--- src/rtl/ders_pkg.sv ---
`timescale 1ns / 1ps

package ders_pkg;

  localparam logic [2:0] ACT_OK      = 3'd0;
  localparam logic [2:0] ACT_ERR     = 3'd1;
  localparam logic [2:0] ACT_RESTART = 3'd2;
  localparam logic [2:0] ACT_RECAL   = 3'd3;
  localparam logic [2:0] ACT_SEEK    = 3'd4;
  localparam logic [2:0] ACT_OFFSET  = 3'd5;

  localparam logic [1:0] STG_IDLE   = 2'd0;
  localparam logic [1:0] STG_SEEK   = 2'd1;
  localparam logic [1:0] STG_OFFSET = 2'd2;
  localparam logic [1:0] STG_DONE   = 2'd3;

  localparam logic [1:0] REG_RETRY_LIMIT  = 2'd0;
  localparam logic [1:0] REG_OFFSET_START = 2'd1;
  localparam logic [1:0] REG_RECAL_PHASE  = 2'd2;

  localparam logic [4:0] RETRY_LIMIT_RST  = 5'd28;
  localparam logic [4:0] OFFSET_START_RST = 5'd16;
  localparam logic [2:0] RECAL_PHASE_RST  = 3'd4;

  localparam logic [4:0] COUNT_MAX = 5'd31;

  typedef struct packed {
    logic [4:0] retry_limit;
    logic [4:0] offset_start;
    logic [2:0] recal_phase;
  } cfg_t;

  typedef struct packed {
    logic [4:0] error_count;
    logic [1:0] recal_stage;
    logic       failed_flag;
  } seq_state_t;

  typedef struct packed {
    logic [2:0] action;
    logic [9:0] seek_cylinder;
    logic [2:0] offset_code;
    logic       clear_subsystem;
  } result_t;

  // head offset by retry count: +/-400, +/-800, +/-1200 pairs, none at the top
  function automatic logic [2:0] offset_lookup(input logic [3:0] idx);
    logic [2:0] code;
    case (idx)
      4'd0, 4'd2:  code = 3'd1;
      4'd1, 4'd3:  code = 3'd2;
      4'd4, 4'd6:  code = 3'd3;
      4'd5, 4'd7:  code = 3'd4;
      4'd8, 4'd10: code = 3'd5;
      4'd9, 4'd11: code = 3'd6;
      default:     code = 3'd0;
    endcase
    return code;
  endfunction

endpackage

--- src/rtl/ders_cfg_regs.sv ---
`timescale 1ns / 1ps

module ders_cfg_regs import ders_pkg::*; (
  input  logic        clk_i,
  input  logic        rst_ni,
  input  logic        psel,
  input  logic        penable,
  input  logic        pwrite,
  input  logic [3:0]  paddr,
  input  logic [31:0] pwdata,
  output logic [31:0] prdata,
  output logic        pready,
  output cfg_t        cfg_o
);

  cfg_t       cfg_q;
  logic       wr_en;
  logic [1:0] reg_idx;

  assign pready  = 1'b1;
  assign reg_idx = paddr[3:2];
  assign wr_en   = psel & penable & pwrite & pready;

  always_ff @(posedge clk_i or negedge rst_ni) begin
    if (!rst_ni) begin
      cfg_q.retry_limit  <= RETRY_LIMIT_RST;
      cfg_q.offset_start <= OFFSET_START_RST;
      cfg_q.recal_phase  <= RECAL_PHASE_RST;
    end else if (wr_en) begin
      case (reg_idx)
        REG_RETRY_LIMIT:  cfg_q.retry_limit  <= pwdata[4:0];
        REG_OFFSET_START: cfg_q.offset_start <= pwdata[4:0];
        REG_RECAL_PHASE:  cfg_q.recal_phase  <= pwdata[2:0];
        default: ;
      endcase
    end
  end

  always_comb begin
    case (reg_idx)
      REG_RETRY_LIMIT:  prdata = {27'd0, cfg_q.retry_limit};
      REG_OFFSET_START: prdata = {27'd0, cfg_q.offset_start};
      REG_RECAL_PHASE:  prdata = {29'd0, cfg_q.recal_phase};
      default:          prdata = 32'd0;
    endcase
  end

  assign cfg_o = cfg_q;

endmodule

--- src/rtl/ders_decide.sv ---
`timescale 1ns / 1ps

module ders_decide import ders_pkg::*; (
  input  cfg_t       cfg_i,
  input  seq_state_t st_i,
  input  logic       command_error_i,
  input  logic       write_locked_i,
  input  logic       hard_fault_i,
  input  logic       bad_sector_i,
  input  logic       missed_sync_i,
  input  logic       position_fault_i,
  input  logic       is_read_i,
  input  logic [9:0] target_cylinder_i,
  output seq_state_t st_o,
  output result_t    res_o
);

  always_comb begin
    seq_state_t st;
    result_t    res;
    logic [5:0] cnt_inc;
    logic       active;
    logic       advance;
    logic       issued;
    logic       recal;

    st        = st_i;
    res       = '0;
    res.action = ACT_OK;
    active    = 1'b1;
    advance   = 1'b1;
    issued    = 1'b0;
    cnt_inc   = {1'b0, st_i.error_count} + 6'd1;
    recal     = 1'b0;

    if (command_error_i) begin
      if (write_locked_i) begin
        // write lock fails the transfer but leaves any recovery running
        st.failed_flag = 1'b1;
      end else begin
        st.error_count = cnt_inc[5] ? COUNT_MAX : cnt_inc[4:0];
        if ((cnt_inc > {1'b0, cfg_i.retry_limit}) || hard_fault_i || bad_sector_i) begin
          st.failed_flag = 1'b1;
          st.recal_stage = STG_IDLE;
        end else begin
          active = 1'b0;
        end
      end
      if (missed_sync_i) begin
        res.clear_subsystem = 1'b1;
      end else begin
        recal = position_fault_i || (st.error_count[2:0] == cfg_i.recal_phase);
        if (recal && !active) begin
          st.recal_stage = STG_SEEK;
          res.action     = ACT_RECAL;
          advance        = 1'b0;
          active         = 1'b1;
        end
      end
    end

    if (advance) begin
      case (st.recal_stage)
        STG_SEEK: begin
          st.recal_stage    = STG_OFFSET;
          res.action        = ACT_SEEK;
          res.seek_cylinder = target_cylinder_i;
          issued            = 1'b1;
        end
        STG_OFFSET: begin
          if ((st.error_count < cfg_i.offset_start) || !is_read_i) begin
            st.recal_stage = STG_IDLE;
            active         = 1'b0;
          end else begin
            res.offset_code = offset_lookup(st.error_count[3:0]);
            st.recal_stage  = STG_DONE;
            res.action      = ACT_OFFSET;
            issued          = 1'b1;
          end
        end
        STG_DONE: begin
          st.recal_stage = STG_IDLE;
          active         = 1'b0;
        end
        default: ;
      endcase
      if (!issued) begin
        if (active) begin
          res.action     = st.failed_flag ? ACT_ERR : ACT_OK;
          st.error_count = '0;
          st.failed_flag = 1'b0;
        end else begin
          res.action = ACT_RESTART;
        end
      end
    end

    st_o  = st;
    res_o = res;
  end

endmodule

--- src/rtl/disk_error_retry_sequencer_core.sv ---
`timescale 1ns / 1ps

// Disk error retry sequencer: takes one completion event per interrupt of the
// active transfer and returns the next recovery action (done, fail, restart,
// recalibrate, seek or head offset) with its seek cylinder, offset code and a
// subsystem clear request. Decision logic reads the retry state registers and
// the event and loads the state and result registers at the same edge, so a
// new event is taken every cycle unless in_stall_o is high; the result
// appears in the cycle after its transfer. in_stall_o is raised only while
// the consumer stalls a held result. The user must write the configuration
// registers (retry_limit at 0x0, offset_start at 0x4, recal_phase at 0x8)
// over the APB port only while the block is idle, which it does not enforce.
module disk_error_retry_sequencer_core import ders_pkg::*; (
  input  logic        clk_i,
  input  logic        rst_ni,
  input  logic        psel,
  input  logic        penable,
  input  logic        pwrite,
  input  logic [3:0]  paddr,
  input  logic [31:0] pwdata,
  output logic [31:0] prdata,
  output logic        pready,
  input  logic        in_valid_i,
  output logic        in_stall_o,
  input  logic        command_error_i,
  input  logic        write_locked_i,
  input  logic        hard_fault_i,
  input  logic        bad_sector_i,
  input  logic        missed_sync_i,
  input  logic        position_fault_i,
  input  logic        is_read_i,
  input  logic [9:0]  target_cylinder_i,
  output logic        out_valid_o,
  input  logic        out_stall_i,
  output logic [2:0]  action_o,
  output logic [9:0]  seek_cylinder_o,
  output logic [2:0]  offset_code_o,
  output logic        clear_subsystem_o
);

  cfg_t       cfg;
  seq_state_t st_q, st_d;
  result_t    res_d, res_q;
  logic       out_valid_q;
  logic       in_xfer;

  ders_cfg_regs u_cfg (
    .clk_i   (clk_i),
    .rst_ni  (rst_ni),
    .psel    (psel),
    .penable (penable),
    .pwrite  (pwrite),
    .paddr   (paddr),
    .pwdata  (pwdata),
    .prdata  (prdata),
    .pready  (pready),
    .cfg_o   (cfg)
  );

  ders_decide u_decide (
    .cfg_i             (cfg),
    .st_i              (st_q),
    .command_error_i   (command_error_i),
    .write_locked_i    (write_locked_i),
    .hard_fault_i      (hard_fault_i),
    .bad_sector_i      (bad_sector_i),
    .missed_sync_i     (missed_sync_i),
    .position_fault_i  (position_fault_i),
    .is_read_i         (is_read_i),
    .target_cylinder_i (target_cylinder_i),
    .st_o              (st_d),
    .res_o             (res_d)
  );

  // result register frees up in the same cycle its transfer completes
  assign in_stall_o = out_valid_q & out_stall_i;
  assign in_xfer    = in_valid_i & ~in_stall_o;

  always_ff @(posedge clk_i or negedge rst_ni) begin
    if (!rst_ni) begin
      st_q        <= '0;
      out_valid_q <= 1'b0;
    end else begin
      if (in_xfer) begin
        st_q <= st_d;
      end
      if (in_xfer) begin
        out_valid_q <= 1'b1;
      end else if (!out_stall_i) begin
        out_valid_q <= 1'b0;
      end
    end
  end

  always_ff @(posedge clk_i) begin
    if (in_xfer) begin
      res_q <= res_d;
    end
  end

  assign out_valid_o       = out_valid_q;
  assign action_o          = res_q.action;
  assign seek_cylinder_o   = res_q.seek_cylinder;
  assign offset_code_o     = res_q.offset_code;
  assign clear_subsystem_o = res_q.clear_subsystem;

endmodule

--- config.mk ---
export PLATFORM = sky130hd
export DESIGN_NAME = disk_error_retry_sequencer_core
export DESIGN_NICKNAME = d
export VERILOG_FILES = /design/src/rtl/ders_pkg.sv /design/src/rtl/ders_cfg_regs.sv /design/src/rtl/ders_decide.sv /design/src/rtl/disk_error_retry_sequencer_core.sv
export SDC_FILE = /design/constraint.sdc
export NUM_CORES = 1
export LEC_CHECK = 0
export BUFFER_PORTS_ARGS = -buffer_cell sky130_fd_sc_hd__buf_2
export CAP_MARGIN = 0
export CORE_MARGIN = 2
export CORE_UTILIZATION = 30
export DETAILED_ROUTE_END_ITERATION = 8
export GPL_TIMING_DRIVEN = 0
export RECOVER_POWER = 50
export SETUP_SLACK_MARGIN = 0.3
export SYNTH_ARGS = -nofsm -noshare
export SYNTH_HDL_FRONTEND = slang
export SYNTH_HIERARCHICAL = 1
export SYNTH_SLANG_ARGS = --single-unit
--- constraint.sdc ---
create_clock -name clk_i -period 4.9 [get_ports clk_i]
set_input_delay 0.735 -clock clk_i [delete_from_list [all_inputs] [get_ports clk_i]]
set_output_delay 0.735 -clock clk_i [all_outputs]
set_load 0.005 [all_outputs]
=== Yosys cells after proc, flatten, opt, wreduce, memory -nomap -nowiden ===
Memories as Yosys holds them, arrays and structs flattened.
Index checks and enable logic that the tools add are counted.

* Word-level logic and storage cells: 88
* Output and inout port bits: 52
* Register bits after elaboration: 39
* Memories kept: 1
* Bits of input ports: 60
* Memory bits (read-only): 48

* Equal/unequal tests: 7
* $lt $le $gt $ge: 2
* Reductions and logical operators: 13
* Multiplexer cells: 46
* Add/subtract/negate cells: 1
* Bitwise gates (word level): 7

{| class="wikitable"
|+ Memory list
! memory !! words !! width !! read ports !! clocked after Yosys merged registers in !! wr ports !! RTL line !! text
|-
| (name not given) || 16 || 3 || 1 || 0 || 0 || ders_pkg.sv:49 || <nowiki>case (idx)</nowiki>
|}

{| class="wikitable"
|+ Operators with widths
! cell !! number
|-
| 2-to-1 mux 3 bit || 8
|-
| 2-to-1 mux 1 bit || 20
|-
| 2-to-1 mux 16 bit || 1
|-
| 2-to-1 mux 8 bit || 2
|-
| 2-to-1 mux 5 bit || 3
|-
| case mux 5 bit (3 select lines) || 1
|-
| 2-to-1 mux 7 bit || 2
|-
| 2-to-1 mux 10 bit || 1
|-
| 2-to-1 mux 2 bit || 4
|-
| AND reduction 2 bit || 4
|-
| adder 5 x 1 -> 6 bit (second input constant) || 1
|-
| == test 2 bit (second input constant) || 3
|-
| > comparator 6 x 5 -> 1 bit || 1
|-
| case mux 2 bit (3 select lines) || 1
|-
| case mux 3 bit (2 select lines) || 1
|-
| less-than comparator 5 bit || 1
|-
| AND 1 bit || 4
|-
| == test 2 x 1 -> 1 bit (second input constant) || 2
|-
| logical OR 1 bit || 4
|-
| case mux 1 bit (2 select lines) || 2
|-
| == test 3 bit || 1
|-
| inverter 1 bit || 3
|-
| OR reduction 3 bit || 1
|-
| zero test 1 bit || 2
|-
| 3 further kinds || 3
|}

=== Logic depth before layout (Yosys ltp) ===
* Word-level depth: 21
* Mapped depth: 19
* Gate-level depth less buffers: 17

=== Cells and area by module ===
Netlist, hierarchy kept.

{| class="wikitable"
|+ Modules (own cells, without submodules)
! module !! cells each !! seq. area each (um^2) !! area each (um^2) !! instances
|-
| ders_decide || 148 || 0.0 || 988.4 || 1
|-
| ders_cfg_regs || 76 || 331.6 || 879.6 || 1
|-
| disk_error_retry_sequencer_core || 37 || 735.7 || 857.1 || 1
|}

=== Worst setup path after synthesis ===
No wires, ideal clock.

* Kind: flip-flop to flip-flop
* Start point: register st_q[3] in the netlist's numbering
* End point: register res_q, in the netlist action_o[0] (data pin)
* Data arrival time: 3.598 ns
* Period minus slack after synthesis: 3.877 ns
* Required time: 4.621 ns
* Path buffers: 3
* Setup time: 0.279 ns
* Stages on the path, launching flop included: 18
* Setup slack: 1.023 ns
* Path through: dfrtp_1 clkbuf_1 nand3_1 xnor2_1 ha_1 o21ai_1 a21oi_1 o31a_1 nor4_4 nand2_1 or3_1 buf_2 buf_6 and3_1 ha_1 o32ai_2 nand2b_1 o221ai_1

{| class="wikitable"
|+ RTL lines
! item !! RTL line !! text
|-
| from (decl) || disk_error_retry_sequencer_core.sv:42 || <nowiki>seq_state_t st_q, st_d;</nowiki>
|-
| from (signal assigned) || disk_error_retry_sequencer_core.sv:85 || <nowiki>st_q <= st_d;</nowiki>
|-
| to (signal assigned) || disk_error_retry_sequencer_core.sv:97 || <nowiki>res_q <= res_d;</nowiki>
|-
| to (decl) || disk_error_retry_sequencer_core.sv:43 || <nowiki>result_t res_d, res_q;</nowiki>
|}

==> impl_metrics.ini <==
[min_path]
hold_end = u_cfg/cfg_o[5]
hold_path_class = reg -> reg
hp-start = u_cfg/cfg_o[5]
hold_depth = 1

[pwr]
p_sw_share_pct = 31.4
p_seq_share_pct = 47.7
leakage_nw = 1.62
p_switching_mw = 0.279
powerDensity_nw_per_um2 = 270
pwr-share-clk_pct = 24.7
peakVddDrop_v = 0.000164
p_comb_share_pct = 27.6
power.internal_mw = 0.611

[timing]
min_period_ns = 4.32
layout_setup_ws_ns = 0.581
rsz0062_at_grt = true
worst_pin_slew_ns = 1.22
setup_viol = 0
fin_tns_setup_ns = 0
slew_viol_final = 0
relSlewSlack_pct = 18.5
finalHoldViolations = 0
fin_crit_sh_pct = 88.1
skew_ns = 0.00800
clock.fmax_ghz = 0.232

[worst_setup_path]
start_kind = register
required_ns = 5.09
end_kind = register
rr_worst_depth = 19
r2r_end = st_q[4]
reg2reg_slack_ns = 0.58
crit_fanout = 10
critPathKind = reg -> reg
crit_arrival_ns = 4.51
r2r_start = st_q[3]

[synthesis]
yosys_most_used_dff = edfxtp_1
synth_top_cells_by_area = edfxtp_1, dfrtp_1, buf_4
synth.yosys.warnings = 6
synth.distinct_cells = 51
syn_avg_cell_area_um2 = 10.4
synth_area_um2 = 2730
ys_ff_latch = 39
synth_top_area_cell = edfxtp_1
synthTopCellsByCount = buf_4, dfrtp_1, edfxtp_1, ha_1, nor2_1
async_flop_share_pct = 56.4
yosys.area.top_type_share_pct = 18.7
postSynthCellCount = 261
synth_edf_count = 17
yosysMostFrequentCell = buf_4
ys_seq_area_share_pct = 39.2

[finish]
nets = 423
syn2layout_area_growth_pct = 21.1
drive_gt1_share_pct = 33.4
n_antenna_cell = 0

[die]
core_um2 = 8760
start_util_pct = 31.1
die_w_um = 99.3
dieArea_um2 = 9860
die_y_um = 99.3
io_pins = 112
placementRows = 34

[global_routing]
grt_overflow = 0
grt_pass1_wl_um = 9250
grt_util_all_layers_pct = 11.7
grt_max_degree = 26
grt_pass1_vias = 1987
antenna_found_initial = 0

[run_status]
status = finished clean

[routing]
post_drt_wl_per_cell_um = 12.6
num_vias = 2073
drt_wl_total_um = 5710
drtIter0Drc = 79
via_per_inst = 4.56
drt.antenna.violating_nets = 0
drcViolationCount = 0
drt-pass1-iter-count = 4

[clock_network]
cts_buffers = 5
cts_sinks = 39
cts_root_buf = clkbuf_8
path_clk_slew_ns = 0.08
clk_latency_ns = 0.30
tritoncts = done
htreeDepth = 2
cts_hold_buffers = 0
clockBufferDepth = 2

[place]
dp_hpwl_um = 4450
gp_congestion = 0.842
place_ws_ns = 0.375
portBuffers = 52

[job]
maxCapViolCount = 0
-- metrics by stage --
stage	instance area [um^2]	power (mW)	hold WS [ns]	util, %	instances
2_1_floorplan	2820	0.596	0.439	-	287
3_3_place_gp	3220	0.667	0.504	36.7	447
3_5_place_dp	3220	0.675	0.513	36.7	447
4_1_cts	3300	0.897	0.405	37.7	455
5_1_grt	3300	0.947	0.556	37.7	455
6_report	3300	0.890	0.524	37.7	455
-- registers in the layout, summed over array words and instances (netlist names) --
name / flops
u_cfg/cfg_o: 13
seek_cylinder_o: 10
st_q: 8
action_o: 3
offset_code_o: 3
clear_subsystem_o: 1
out_valid_o: 1
-- power groups by stage --
stage | combinational, mW | clock, mW | sequential (mW)
6_report | 0.246 | 0.220 | 0.424
3_3_place_gp | 0.237 | 0 | 0.430
4_1_cts | 0.244 | 0.228 | 0.424
5_1_grt | 0.278 | 0.239 | 0.430
3_5_place_dp | 0.243 | 0 | 0.431
2_1_floorplan | 0.174 | 0 | 0.422
-- per-layer routing --
metal  vias to the layer above  track usage, %  wire, um
met1                       940            15.8      2680
met4                         0            3.16        50
met2                        81            18.6      2550
met5                         -               0         0
li1                       1046               -         -
met3                         6            2.95       428
-- timing repair --
action                                  4_1_cts  5_1_grt
setup buffers                                 0        0
endpoints found under the setup margin        0        8
resized for setup                             0       11
-- how the worst max path moves through the flow --
stage,startpoint,to,slack [ns],depth (start not counted)
finish,st_q[3],st_q[4],0.58,19
global route,st_q[3],action_o[0],0.30,17
CTS,st_q[3],action_o[0],0.35,17
detailed placement,st_q[3],action_o[0],0.38,17
global placement,st_q[3],action_o[0],0.41,17
floorplan,st_q[3],action_o[0],1.02,17
-- cell type report --
class	count	area [um^2]
plain buffers	37	269
clock buffers	6	72.6
clock inverters	2	12.5
fillers	896	5460
inverters	13	48.8
multi-input cells	198	1440
flip-flops and latches	39	1070
well taps	108	135
repair buffers	52	255
-- kinds of logic after synthesis --
group,synth area share (%)
other,0.276
adder cells (fa/ha/maj),7.81
flip-flops,39.2
multiplexers,12.4
AND/OR/NAND/NOR,18.1
buffers and inverters,11.8
AO/OA/AOI/OAI,8.82
XOR/XNOR,1.61
-- worst max-delay path: stages (launching register included) --
cell,delay [ns]
dfrtp_1,0.43
buf_2,0.23
nand3_1,0.14
xnor2_2,0.17
ha_1,0.30
o21ai_1,0.08
a21oi_1,0.05
o31a_1,0.29
nor4_4,0.30
nand2_1,0.15
or3_1,0.31
buf_2,0.17
buf_6,0.14
and3_1,0.20
ha_1,0.25
nor2_2,0.19
o32ai_4,0.13
nand2b_2,0.24
and2_1,0.17
mux2_2,0.25
-- placed cells by master (no fill, tap or decap), types with 3 or more instances in the layout --
master,netlist,routed
nand3_1,7,7
o21ai_1,9,9
buf_2,1,50
edfxtp_1,17,17
mux2_1,10,12
nand2_1,13,13
inv_1,12,12
dfrtp_1,17,16
clkbuf_1,4,9
and2_1,8,6
ha_1,17,16
nor3_1,5,6
mux2_2,9,9
buf_4,29,28
o21ai_0,3,3
nor2_1,16,15
nand2b_1,4,3
mux2i_1,8,8
and4_1,3,3
clkbuf_8,0,5
conb_1,2,28
and3_1,15,15
a21oi_1,8,7
xnor2_1,4,3
dfstp_2,5,5
buf_6,3,3
Note: power is estimated with default switching activity, not from simulation.
